**config.mk**
```make
export PLATFORM = sky130hd
export DESIGN_NAME = polyline_metrics
export DESIGN_NICKNAME = d
export VERILOG_FILES = /design/src/rtl/pm_pkg.sv /design/src/rtl/pm_mul.sv /design/src/rtl/pm_isqrt.sv /design/src/rtl/polyline_metrics.sv
export SDC_FILE = /design/constraint.sdc
export NUM_CORES = 2
export LEC_CHECK = 0
export BUFFER_PORTS_ARGS = -buffer_cell sky130_fd_sc_hd__buf_2
export CORE_AREA = 5 5 372 283
export DETAILED_ROUTE_END_ITERATION = 6
export DIE_AREA = 0 0 377 288
export PLACE_DENSITY = 0.81
export SLEW_MARGIN = 5
export SYNTH_ARGS = -nofsm -noshare
export SYNTH_HDL_FRONTEND = slang
export SYNTH_HIERARCHICAL = 1
export SYNTH_SLANG_ARGS = --single-unit
```
**constraint.sdc**
```tcl
create_clock -name clk -period 10.4 [get_ports clk]
set_clock_uncertainty 0.05 [all_clocks]
set_input_delay 0.52 -clock clk [delete_from_list [all_inputs] [get_ports clk]]
set_output_delay 0.52 -clock clk [all_outputs]
set_load 0.02 [all_outputs]
```
**src/rtl/pm_pkg.sv**
```systemverilog
// ----------------------------------------------------------------------------
// pm_pkg
// Shared widths and limits for the polyline metrics block.
// ----------------------------------------------------------------------------
package pm_pkg;

	localparam int COORD_W    = 24;
	localparam int PROD_W     = 2 * COORD_W;
	localparam int SQ_W       = PROD_W + 2;
	localparam int ROOT_W     = SQ_W / 2;
	localparam int REM_W      = ROOT_W + 2;
	localparam int TERM_W     = PROD_W + 2;
	localparam int LEN_W      = 37;
	localparam int CROSS_W    = 61;
	localparam int AREA_W     = 59;
	localparam int MAX_POINTS = 4096;
	localparam int CNT_W      = $clog2(MAX_POINTS + 1);
	localparam int CLOSE_MIN  = 3;
	localparam int STEP_W     = $clog2(ROOT_W);
	localparam int S_DATA_W   = 48;
	localparam int M_DATA_W   = 208;

endpackage

```
**src/rtl/pm_mul.sv**
```systemverilog
// ----------------------------------------------------------------------------
// pm_mul
// Bit-serial unsigned multiplier, one multiplier bit per step.
// ----------------------------------------------------------------------------
module pm_mul import pm_pkg::*; (
	input  logic               clk,
	input  logic               load,
	input  logic               step,
	input  logic [COORD_W-1:0] a,
	input  logic [COORD_W-1:0] b,
	output logic [PROD_W-1:0]  prod
);

	logic [COORD_W-1:0] a_q;
	logic [PROD_W-1:0]  prod_q;
	logic [COORD_W:0]   sum;

	// upper half accumulates, lower half shifts the multiplier out
	assign sum  = {1'b0, prod_q[PROD_W-1:COORD_W]} + (prod_q[0] ? {1'b0, a_q} : '0);
	assign prod = prod_q;

	always_ff @(posedge clk) begin
		if (load) begin
			a_q    <= a;
			prod_q <= {{COORD_W{1'b0}}, b};
		end else if (step) begin
			prod_q <= {sum, prod_q[COORD_W-1:1]};
		end
	end

endmodule

```
**src/rtl/pm_isqrt.sv**
```systemverilog
// ----------------------------------------------------------------------------
// pm_isqrt
// Restoring integer square root, one result bit per step.
// ----------------------------------------------------------------------------
module pm_isqrt import pm_pkg::*; (
	input  logic              clk,
	input  logic              load,
	input  logic              step,
	input  logic [SQ_W-1:0]   n,
	output logic [ROOT_W-1:0] root
);

	logic [SQ_W-1:0]   n_q;
	logic [REM_W-1:0]  rem_q;
	logic [ROOT_W-1:0] root_q;
	logic [REM_W+1:0]  r2;
	logic [REM_W+1:0]  trial;
	logic [REM_W+1:0]  diff;
	logic              ge;

	assign r2    = {rem_q, n_q[SQ_W-1 -: 2]};
	assign trial = {1'b0, root_q, 2'b01};
	assign ge    = (r2 >= trial);
	assign diff  = r2 - trial;
	assign root  = root_q;

	always_ff @(posedge clk) begin
		if (load) begin
			n_q    <= n;
			rem_q  <= '0;
			root_q <= '0;
		end else if (step) begin
			n_q    <= {n_q[SQ_W-3:0], 2'b00};
			rem_q  <= ge ? diff[REM_W-1:0] : r2[REM_W-1:0];
			root_q <= {root_q[ROOT_W-2:0], ge};
		end
	end

endmodule

```
**src/rtl/polyline_metrics.sv**
```systemverilog
// ----------------------------------------------------------------------------
// polyline_metrics
// Streaming length, bounding box and shoelace area of one polyline.
// ----------------------------------------------------------------------------
// Vertices come in one word at a time as signed 16.8 points, the final one
// flagged by s_tlast; that word produces one result word on the master side.
// Each vertex after the first is accepted and then goes through the
// bit-serial multipliers (dx*dx, dy*dy and the two cross products run side
// by side), a step that forms the sum of squares and the cross term, the
// one-bit-per-step square root, and a step that updates the running sums.
// The first vertex of a polyline goes from accept straight to the update,
// and the final vertex then loads the result register. A new vertex is
// taken only when idle. The result register lets the next polyline start while
// a result still waits on m_tready. Length is the sum of truncated segment
// roots (8 fraction bits, saturating); area is |cross sum| with LSB 2^-17,
// zero unless at least three vertices were seen and the last equals the
// first. The count saturates at 4096 and sets overflow beyond that.
// ----------------------------------------------------------------------------
module polyline_metrics import pm_pkg::*; (
	input  logic                clk,
	input  logic                arst_n,
	input  logic                s_tvalid,
	output logic                s_tready,
	input  logic [S_DATA_W-1:0] s_tdata,  // x_coord[23:0], y_coord[47:24]
	input  logic                s_tlast,  // last_vertex
	output logic                m_tvalid,
	input  logic                m_tready,
	output logic [M_DATA_W-1:0] m_tdata   // total_length[36:0], enclosed_area[95:37],
	                                      // min_x[119:96], min_y[143:120],
	                                      // max_x[167:144], max_y[191:168],
	                                      // is_closed[192], point_count[205:193],
	                                      // overflow[206], zero[207]
);

	typedef enum logic [5:0] {
		ST_IDLE = 6'b000001,
		ST_MUL  = 6'b000010,
		ST_PREP = 6'b000100,
		ST_SQRT = 6'b001000,
		ST_UPD  = 6'b010000,
		ST_EMIT = 6'b100000
	} state_t;

	state_t state_q;

	logic [STEP_W-1:0]  step_q;
	logic               first_q;
	logic               last_q;
	logic [COORD_W-1:0] x_q, y_q;
	logic [COORD_W-1:0] first_x_q, first_y_q, prev_x_q, prev_y_q;
	logic [COORD_W-1:0] min_x_q, min_y_q, max_x_q, max_y_q;
	logic [LEN_W-1:0]   len_q;
	logic [CROSS_W-1:0] cross_q;
	logic [CNT_W-1:0]   count_q;
	logic               ovf_q;
	logic [TERM_W-1:0]  term_q;
	logic               s1_q, s2_q;
	logic               m_valid_q;
	logic [M_DATA_W-1:0] m_data_q;

	logic               accept;
	logic [COORD_W-1:0] in_x, in_y;
	logic [COORD_W:0]   dx_raw, dy_raw;
	logic [COORD_W:0]   dx_neg, dy_neg;
	logic [COORD_W-1:0] dx_abs, dy_abs;
	logic [COORD_W-1:0] ax_abs, ay_abs, px_abs, py_abs;
	logic               mul_load, mul_step, sq_load, sq_step;
	logic [PROD_W-1:0]  sqx, sqy, p1, p2;
	logic [SQ_W-1:0]    sq_sum;
	logic [ROOT_W-1:0]  root;
	logic [TERM_W-1:0]  p1s, p2s;
	logic [LEN_W:0]     len_sum;
	logic [CROSS_W:0]   cross_sum;
	logic [CROSS_W-1:0] cross_mag;
	logic [AREA_W-1:0]  area;
	logic               closed;
	logic               emit_go;

	assign in_x   = s_tdata[COORD_W-1:0];
	assign in_y   = s_tdata[2*COORD_W-1:COORD_W];
	assign s_tready = (state_q == ST_IDLE);
	assign accept = s_tvalid && s_tready;

	// segment deltas, as magnitudes
	assign dx_raw = {in_x[COORD_W-1], in_x} - {prev_x_q[COORD_W-1], prev_x_q};
	assign dy_raw = {in_y[COORD_W-1], in_y} - {prev_y_q[COORD_W-1], prev_y_q};
	assign dx_neg = -dx_raw;
	assign dy_neg = -dy_raw;
	assign dx_abs = dx_raw[COORD_W] ? dx_neg[COORD_W-1:0] : dx_raw[COORD_W-1:0];
	assign dy_abs = dy_raw[COORD_W] ? dy_neg[COORD_W-1:0] : dy_raw[COORD_W-1:0];

	// cross products run on magnitudes, signs kept aside
	assign ax_abs = in_x[COORD_W-1] ? -in_x : in_x;
	assign ay_abs = in_y[COORD_W-1] ? -in_y : in_y;
	assign px_abs = prev_x_q[COORD_W-1] ? -prev_x_q : prev_x_q;
	assign py_abs = prev_y_q[COORD_W-1] ? -prev_y_q : prev_y_q;

	assign mul_load = accept && (count_q != '0);
	assign mul_step = (state_q == ST_MUL);
	assign sq_load  = (state_q == ST_PREP);
	assign sq_step  = (state_q == ST_SQRT);

	pm_mul u_mul_dx (.clk(clk), .load(mul_load), .step(mul_step),
		.a(dx_abs), .b(dx_abs), .prod(sqx));
	pm_mul u_mul_dy (.clk(clk), .load(mul_load), .step(mul_step),
		.a(dy_abs), .b(dy_abs), .prod(sqy));
	pm_mul u_mul_p1 (.clk(clk), .load(mul_load), .step(mul_step),
		.a(px_abs), .b(ay_abs), .prod(p1));
	pm_mul u_mul_p2 (.clk(clk), .load(mul_load), .step(mul_step),
		.a(ax_abs), .b(py_abs), .prod(p2));

	assign sq_sum = {2'b00, sqx} + {2'b00, sqy};

	pm_isqrt u_isqrt (.clk(clk), .load(sq_load), .step(sq_step),
		.n(sq_sum), .root(root));

	assign p1s = s1_q ? -{2'b00, p1} : {2'b00, p1};
	assign p2s = s2_q ? -{2'b00, p2} : {2'b00, p2};

	// running sums with saturation
	assign len_sum   = {1'b0, len_q} + {{(LEN_W + 1 - ROOT_W){1'b0}}, root};
	assign cross_sum = {cross_q[CROSS_W-1], cross_q}
		+ {{(CROSS_W + 1 - TERM_W){term_q[TERM_W-1]}}, term_q};

	// result
	assign cross_mag = cross_q[CROSS_W-1] ? -cross_q : cross_q;
	assign area = (cross_mag[CROSS_W-1:AREA_W] != '0) ? {AREA_W{1'b1}}
		: cross_mag[AREA_W-1:0];
	assign closed = (count_q >= CNT_W'(CLOSE_MIN)) && (x_q == first_x_q)
		&& (y_q == first_y_q);
	assign emit_go = (state_q == ST_EMIT) && (!m_valid_q || m_tready);

	assign m_tvalid = m_valid_q;
	assign m_tdata  = m_data_q;

	always_ff @(posedge clk or negedge arst_n) begin
		if (!arst_n) begin
			state_q   <= ST_IDLE;
			step_q    <= '0;
			count_q   <= '0;
			ovf_q     <= 1'b0;
			len_q     <= '0;
			cross_q   <= '0;
			m_valid_q <= 1'b0;
		end else begin
			// result word: load on emit, drop once taken
			if (emit_go)
				m_valid_q <= 1'b1;
			else if (m_tready)
				m_valid_q <= 1'b0;
			case (state_q)
				ST_IDLE: begin
					if (accept) begin
						step_q  <= '0;
						state_q <= (count_q == '0) ? ST_UPD : ST_MUL;
					end
				end
				ST_MUL: begin
					if (step_q == STEP_W'(COORD_W - 1))
						state_q <= ST_PREP;
					step_q <= step_q + 1'b1;
				end
				ST_PREP: begin
					step_q  <= '0;
					state_q <= ST_SQRT;
				end
				ST_SQRT: begin
					if (step_q == STEP_W'(ROOT_W - 1))
						state_q <= ST_UPD;
					step_q <= step_q + 1'b1;
				end
				ST_UPD: begin
					if (!first_q) begin
						len_q <= len_sum[LEN_W] ? {LEN_W{1'b1}} : len_sum[LEN_W-1:0];
						case (cross_sum[CROSS_W:CROSS_W-1])
							2'b01:   cross_q <= {1'b0, {(CROSS_W - 1){1'b1}}};
							2'b10:   cross_q <= {1'b1, {(CROSS_W - 1){1'b0}}};
							default: cross_q <= cross_sum[CROSS_W-1:0];
						endcase
					end
					if (count_q < CNT_W'(MAX_POINTS))
						count_q <= count_q + 1'b1;
					else
						ovf_q <= 1'b1;
					state_q <= last_q ? ST_EMIT : ST_IDLE;
				end
				ST_EMIT: begin
					if (emit_go) begin
						count_q   <= '0;
						ovf_q     <= 1'b0;
						len_q     <= '0;
						cross_q   <= '0;
						state_q   <= ST_IDLE;
					end
				end
				default: state_q <= ST_IDLE;
			endcase
		end
	end

	// payload
	always_ff @(posedge clk) begin
		if (accept) begin
			x_q     <= in_x;
			y_q     <= in_y;
			last_q  <= s_tlast;
			first_q <= (count_q == '0);
			s1_q    <= prev_x_q[COORD_W-1] ^ in_y[COORD_W-1];
			s2_q    <= in_x[COORD_W-1] ^ prev_y_q[COORD_W-1];
		end
		if (state_q == ST_PREP)
			term_q <= p1s - p2s;
		if (state_q == ST_UPD) begin
			prev_x_q <= x_q;
			prev_y_q <= y_q;
			if (first_q) begin
				first_x_q <= x_q;
				first_y_q <= y_q;
				min_x_q   <= x_q;
				max_x_q   <= x_q;
				min_y_q   <= y_q;
				max_y_q   <= y_q;
			end else begin
				if ($signed(x_q) < $signed(min_x_q)) min_x_q <= x_q;
				if ($signed(y_q) < $signed(min_y_q)) min_y_q <= y_q;
				if ($signed(x_q) > $signed(max_x_q)) max_x_q <= x_q;
				if ($signed(y_q) > $signed(max_y_q)) max_y_q <= y_q;
			end
		end
		if (emit_go)
			m_data_q <= {1'b0, ovf_q, count_q, closed, max_y_q, max_x_q, min_y_q,
				min_x_q, (closed ? area : {AREA_W{1'b0}}), len_q};
	end

endmodule

```
Word-level counts from Yosys, hierarchy flattened
Cells that the tools add are included.
Widths: inputs -> output; s select.
{ "classes": {"n_addsub": 22, "magnitude_cmp": 7, "eq_ne": 19, "n_mux": 58, "n_bitwise": 2, "n_reduce_logical": 30} }
{ "ops": {"columns": ["operator", "n"], "rows": [
  ["$mux 24", 24],
  ["$pmux 61 s2", 2],
  ["$mux 50", 4],
  ["$mux 61", 3],
  ["$neg 24->24", 6],
  ["$mux 37", 3],
  ["$add 24x24->25", 4],
  ["$neg 48->50", 2],
  ["$pmux 37 s2", 1],
  ["$add 61x50->62", 1],
  ["$neg 61->61", 1],
  ["$mux 59", 1],
  ["$sub 24x24->25", 2],
  ["$sub 50x50->50", 1],
  ["$add 48x48->49", 1],
  ["$eq 24x24->1", 2],
  ["$gt 24x24->1", 2],
  ["$lt 24x24->1", 2],
  ["$mux 23", 2],
  ["$add 37x25->38", 1],
  ["$pmux 6 s6", 1],
  ["$mux 6", 5],
  ["$ge 29x27->1", 1],
  ["$mux 27", 1],
  ["34 further kinds", 65]
]} }
{ "word_totals": {"reg_bits": 1015, "input_bits": 53, "out_inout_bits": 210} }

Logic depth before layout (Yosys ltp)
{ "depth": {"ltp_word": 5, "ltp_mapped": 23, "depth_no_buf": 22} }

Modules after synthesis
The synthesis kept the hierarchy.
{ "modules_own_cells": {"columns": ["module", "n_inst", "cells_per_inst", "area_each_um2"], "rows": [
  ["polyline_metrics", 1, 4175, 41672.5],
  ["pm_mul at u_mul_dx ...", 3, 349, 3941.3],
  ["pm_isqrt", 1, 562, 5776.8],
  ["pm_mul at u_mul_p2", 1, 349, 3935.0]
]} }

Least setup slack after synthesis
Ideal clock, no wire load.
{ "synth_path": {"path_kind": "register -> register", "from": "register state_q[1]", "to": "register m_data_q[0], in the netlist m_tdata[0] (enable)", "setup_time_ns": 0.652, "arrival_ns": 7.057, "setup_slack_ns": 2.641, "stages_incl_launch_ff": 7, "path_buffers": 2, "period_less_slack_ns": 7.759, "path_cell_list": "dfrtp_1 nor4_1 nand3b_1 nand2b_1 clkbuf_1 clkinv_1 buf_1"} }
{ "synth_via": {"elab_chain_len": 2} }
{ "synth_rtl": {"columns": ["element", "line", "source"], "rows": [
  ["from (decl)", "polyline_metrics.sv:44", "state_t state_q;"],
  ["from (signal assigned)", "polyline_metrics.sv:155", "state_q <= (count_q == '0) ? ST_UPD : ST_MUL;"],
  ["from (signal assigned)", "polyline_metrics.sv:185", "state_q <= last_q ? ST_EMIT : ST_IDLE;"],
  ["$eq 6x6->1", "polyline_metrics.sv:131", "assign emit_go = (state_q == ST_EMIT) && (!m_valid_q || m_tready);"],
  ["$logic_and 1x1->1", "polyline_metrics.sv:131", null],
  ["via emit_go", "polyline_metrics.sv:77", "logic emit_go;"],
  ["to (signal assigned)", "polyline_metrics.sv:231", "m_data_q <= {1'b0, ovf_q, count_q, closed, max_y_q, max_x_q, min_y_q,"],
  ["to (decl)", "polyline_metrics.sv:59", "logic [M_DATA_W-1:0] m_data_q;"]
]} }
The timed path passes the listed nets, and every way through them passes these cells.
A chain may end at the register's enable or synchronous reset.

Final worst setup path
{ "layout_path": {"from": "register u_mul_p1.prod_q[0], in the netlist u_mul_p1/prod[0]", "to": "register term_q[49] (data pin)"} }
{ "layout_via": {"elab_chain_len": 3} }
{ "layout_rtl": {"columns": ["element", "line", "source"], "rows": [
  ["from (decl)", "pm_mul.sv:15", "logic [PROD_W-1:0] prod_q;"],
  ["from (signal assigned)", "pm_mul.sv:25", "prod_q <= {{COORD_W{1'b0}}, b};"],
  ["from (signal assigned)", "pm_mul.sv:27", "prod_q <= {sum, prod_q[COORD_W-1:1]};"],
  ["$neg 48->50", "polyline_metrics.sv:117", "assign p1s = s1_q ? -{2'b00, p1} : {2'b00, p1};"],
  ["$mux 50 (*)", "polyline_metrics.sv:117", null],
  ["$sub 50x50->50 (*)", "polyline_metrics.sv:212", "term_q <= p1s - p2s;"],
  ["to (signal assigned)", "polyline_metrics.sv:212", null],
  ["to (decl)", "polyline_metrics.sv:56", "logic [TERM_W-1:0] term_q;"]
]} }
Every way passes the cells marked *; elsewhere a longest branch is shown, timed or not.

==> metrics.txt <==
ratio of cells with drive above 1 in the final layout=0.110; initial antenna violation count=7; Most used DFF post-synth=edfxtp_1; filler cell count=7,529; fmax=156 MHz; core area=102,000 um^2; CTS tree=built; Row Count=102; Hold EP=y_q[12]; VDD IR max=0.000244 V; GP Congestion=0.970; main combinational cell family by area after synthesis=compound AO/OA/AOI/OAI gates; grt total ovfl=0; PortBufs=261; Worst Setup End Kind=register; leakage power=28.6 nW; Setup CP Type=register to register; number of max-cap violations=0; synthesized netlist cell count=6,133; YS warnings=6; clock slew at reported path FFs=0.06 ns; Yosys reg bits=1,015; Die Y=288 um; DP Wirelength=123,000 um; Final Hold Viols=0; Synth Area in Simple Gates=0.128; First-pass DRT Iterations=6; Final setup viols=0; multi-input combinational cell area=32,800 um^2; final worst setup slack=4.01 ns; cells along the critical path=inv_1 -> ha_1 -> or3b_2 -> or4_1 -> or3_1 -> or3_1 -> or3_1 -> or3_1 -> or3_1 -> o21ai_1 -> xnor2_1 -> ha_1 -> a21oi_1 -> nor2b_1 -> o21ai_0 -> nand2_1 -> a31o_2 -> a221o_1 -> a21oi_1 -> xnor2_1; CP required=10.82 ns; total CTS buffers=100; CTS sink cnt=1,015; Synth cell types=110; Startpoint Class=register; Avg Vias per Cell=6.31; Final ANT Viol Nets=0; Slew HR=0.159; via count=49.1k; Area Growth Syn to Fin=9.55%; clk_lat worst skew=0.73 ns; adder-cell share of the synthesized area=0.0948; Initial Util=0.621; clock buffer depth=3; reg-to-reg critical path startpoint=u_mul_p1/prod[0]; DR DRC count=0; Hold Crit Depth=1; FFs w/ async S/R, synth=0.122; Root Buffer=clkbuf_16; Avg WL per Cell=21.4 um; first-pass GRT wire length=259,000 um; post-synthesis area per instance=10.3 um^2; Worst R2R End=term_q[49]; register area=28,400 um^2; Hold Path Class=input port to register; Setup Fix Bufs, Post-CTS=0; worst stage delay on the critical path=0.69 ns; post-route clock period utilization=0.615; most frequent cells in the layout=edfxtp_1, a21oi_1, ha_1; WL final=167,000 um; largest net degree at the start of global routing=150; minimum clock period after layout=6.39 ns; complex-gate fraction of the synthesized area=0.172; Worst Path Arrival=6.81 ns; vias in the first global route=46.1k; Die Wd=377 um; RSZ-0062 raised after global routing=false; Initial DRC Count=5,211; EDFF count, synth=743; PD cells=284 nW/um^2; post-cts gate resize count=0; Seq/Total Area, Yosys=0.449; gr usage total=0.299; max-slew violation count=0; Setup TNS=0 ns; most used cell, CP=or3_1; slew at the pin closest to its max-slew limit=1.26 ns; CTS H-Tree Depth=3; most common cell after layout, fill and taps aside=edfxtp_1; Die ar.=109,000 um^2; post-synthesis mux area share=0.0390; status=complete, no violations; Mapped Area=63,200 um^2; # IOs=263; fin nets=6,872; CP Max Fanout=27; Register-to-Register Setup Slack=4.01 ns; Max stage delay cell, worst path=edfxtp_1; Hold Startpoint=s_tdata[36]; r2r worst-path depth=20; DP Worst Slack=3.95 ns; Synth Area in XOR/XNOR=0.0849
-- metrics by stage --
| stage | cells | power [mW] | util | instance area [um^2] | hold WS [ns] |
|---|---|---|---|---|---|
| floorplan | 6134 | 13.4 | - | 63200 | 0.174 |
| global placement | 7572 | 15.6 | 0.646 | 65700 | 0.379 |
| detailed placement | 7572 | 15.8 | 0.646 | 65700 | 0.381 |
| CTS | 7783 | 19.5 | 0.681 | 69200 | 0.000686 |
| global route | 7786 | 20.9 | 0.681 | 69200 | 0.0133 |
| finish | 7789 | 19.6 | 0.681 | 69200 | 0.0599 |
-- critical path: cells and delay by family (launching register included) --
family	cells	cell delay, ns
adder cells (fa/ha/maj)	2	0.60
AO/OA/AOI/OAI	6	1.29
XOR/XNOR	2	0.18
flip-flops	1	0.69
buffers and inverters	1	0.20
AND/OR/NAND/NOR	9	3.20
-- layout make-up --
class                           count  share of cell area
Multi-Input combinational cell   4597               0.474
Timing Repair Buffer              321              0.0265
Inverter                          311              0.0170
Tap cell                         1352              0.0244
Antenna cell                        6            0.000217
Clock buffer                      120              0.0374
Sequential cell                  1015               0.410
Clock inverter                     67              0.0106
-- how the worst max path moves through the flow --
stage                                start         end  depth (start not counted)
after floorplan                 state_q[1]  m_tdata[0]                          6
after global placement    u_mul_p1/prod[0]  term_q[49]                         20
after detailed placement  u_mul_p1/prod[0]  term_q[49]                         20
after CTS                 u_mul_p1/prod[0]  term_q[49]                         20
after global routing      u_mul_p1/prod[0]  term_q[44]                         19
final                     u_mul_p1/prod[0]  term_q[49]                         20
-- layer usage --
layer / global-route usage / share of wire / vias up
met2: 0.448 / 0.43 / 2334
li1: - / - / 23144
met1: 0.446 / 0.44 / 23366
met4: 0.0827 / 0.029 / 4
met3: 0.0592 / 0.10 / 293
met5: 0 / 0.00018 / -
-- power by group --
| part | switching, mW | internal, mW | total, mW |
|---|---|---|---|
| Combinational | 5.69 | 3.82 | 9.51 |
| Clock | 1.65 | 2.02 | 3.67 |
| Sequential | 0.970 | 5.49 | 6.46 |
| Total | 8.31 | 11.3 | 19.6 |
-- repair_timing --
item                                    in CTS  in global routing
endpoints found under the hold margin       86                  0
hold buffers                                24                  0
endpoints found under the setup margin       0                  0
-- cells in the mapped netlist, types with 11 or more instances --
master,number,area share
a21boi_0,20,0.0024
a211o_1,18,0.0025
xor2_1,240,0.033
dfxtp_1,148,0.047
buf_2,14,0.0011
and3_1,50,0.0049
a41oi_1,14,0.0019
o311ai_0,11,0.0015
and4_1,24,0.0033
o21bai_1,41,0.0049
or4_1,24,0.0029
ha_1,463,0.092
and2_1,119,0.012
a21oi_1,485,0.038
o21ai_0,344,0.027
o211ai_1,23,0.0027
buf_1,17,0.0010
a311oi_1,15,0.0021
o21a_1,45,0.0053
o41ai_1,31,0.0043
or2_2,16,0.0016
a211oi_1,68,0.0081
nand3b_1,11,0.0013
nor2_1,349,0.021
nor4_1,28,0.0028
xnor2_1,373,0.052
dfrtp_1,123,0.049
a21o_1,230,0.027
o22ai_1,16,0.0016
or3_1,49,0.0048
nand2b_1,66,0.0065
mux2_2,147,0.026
clkbuf_1,168,0.010
o21ai_1,32,0.0025
nand3_1,115,0.0091
o31ai_1,96,0.011
mux2i_1,81,0.013
nor2b_1,75,0.0074
nand4_1,98,0.0097
inv_1,310,0.018
a31oi_1,65,0.0064
nand2_1,438,0.026
nor3_1,71,0.0056
edfxtp_1,743,0.35
-- sequential cells by signal (all words and copies together), names as in the netlist, 25 cells and up --
signal         flops
cross_q           61
u_isqrt/root      25
term_q            50
u_mul_dy/prod     48
u_isqrt/n_q       50
u_mul_p2/prod     48
len_q             37
m_tdata          207
u_mul_p1/prod     48
u_isqrt/rem_q     27
u_mul_dx/prod     48
-- kinds of logic (layout without fill, tap and decap cells) --
kind of cell | after synthesis | in the layout
other | 1 | 8
AO/OA/AOI/OAI | 1684 | 1684
flip-flops | 1015 | 1015
buffers and inverters | 522 | 819
XOR/XNOR | 613 | 613
adder cells (fa/ha/maj) | 473 | 473
AND/OR/NAND/NOR | 1597 | 1597
multiplexers | 228 | 228
Power figures use the tool's default switching activity.
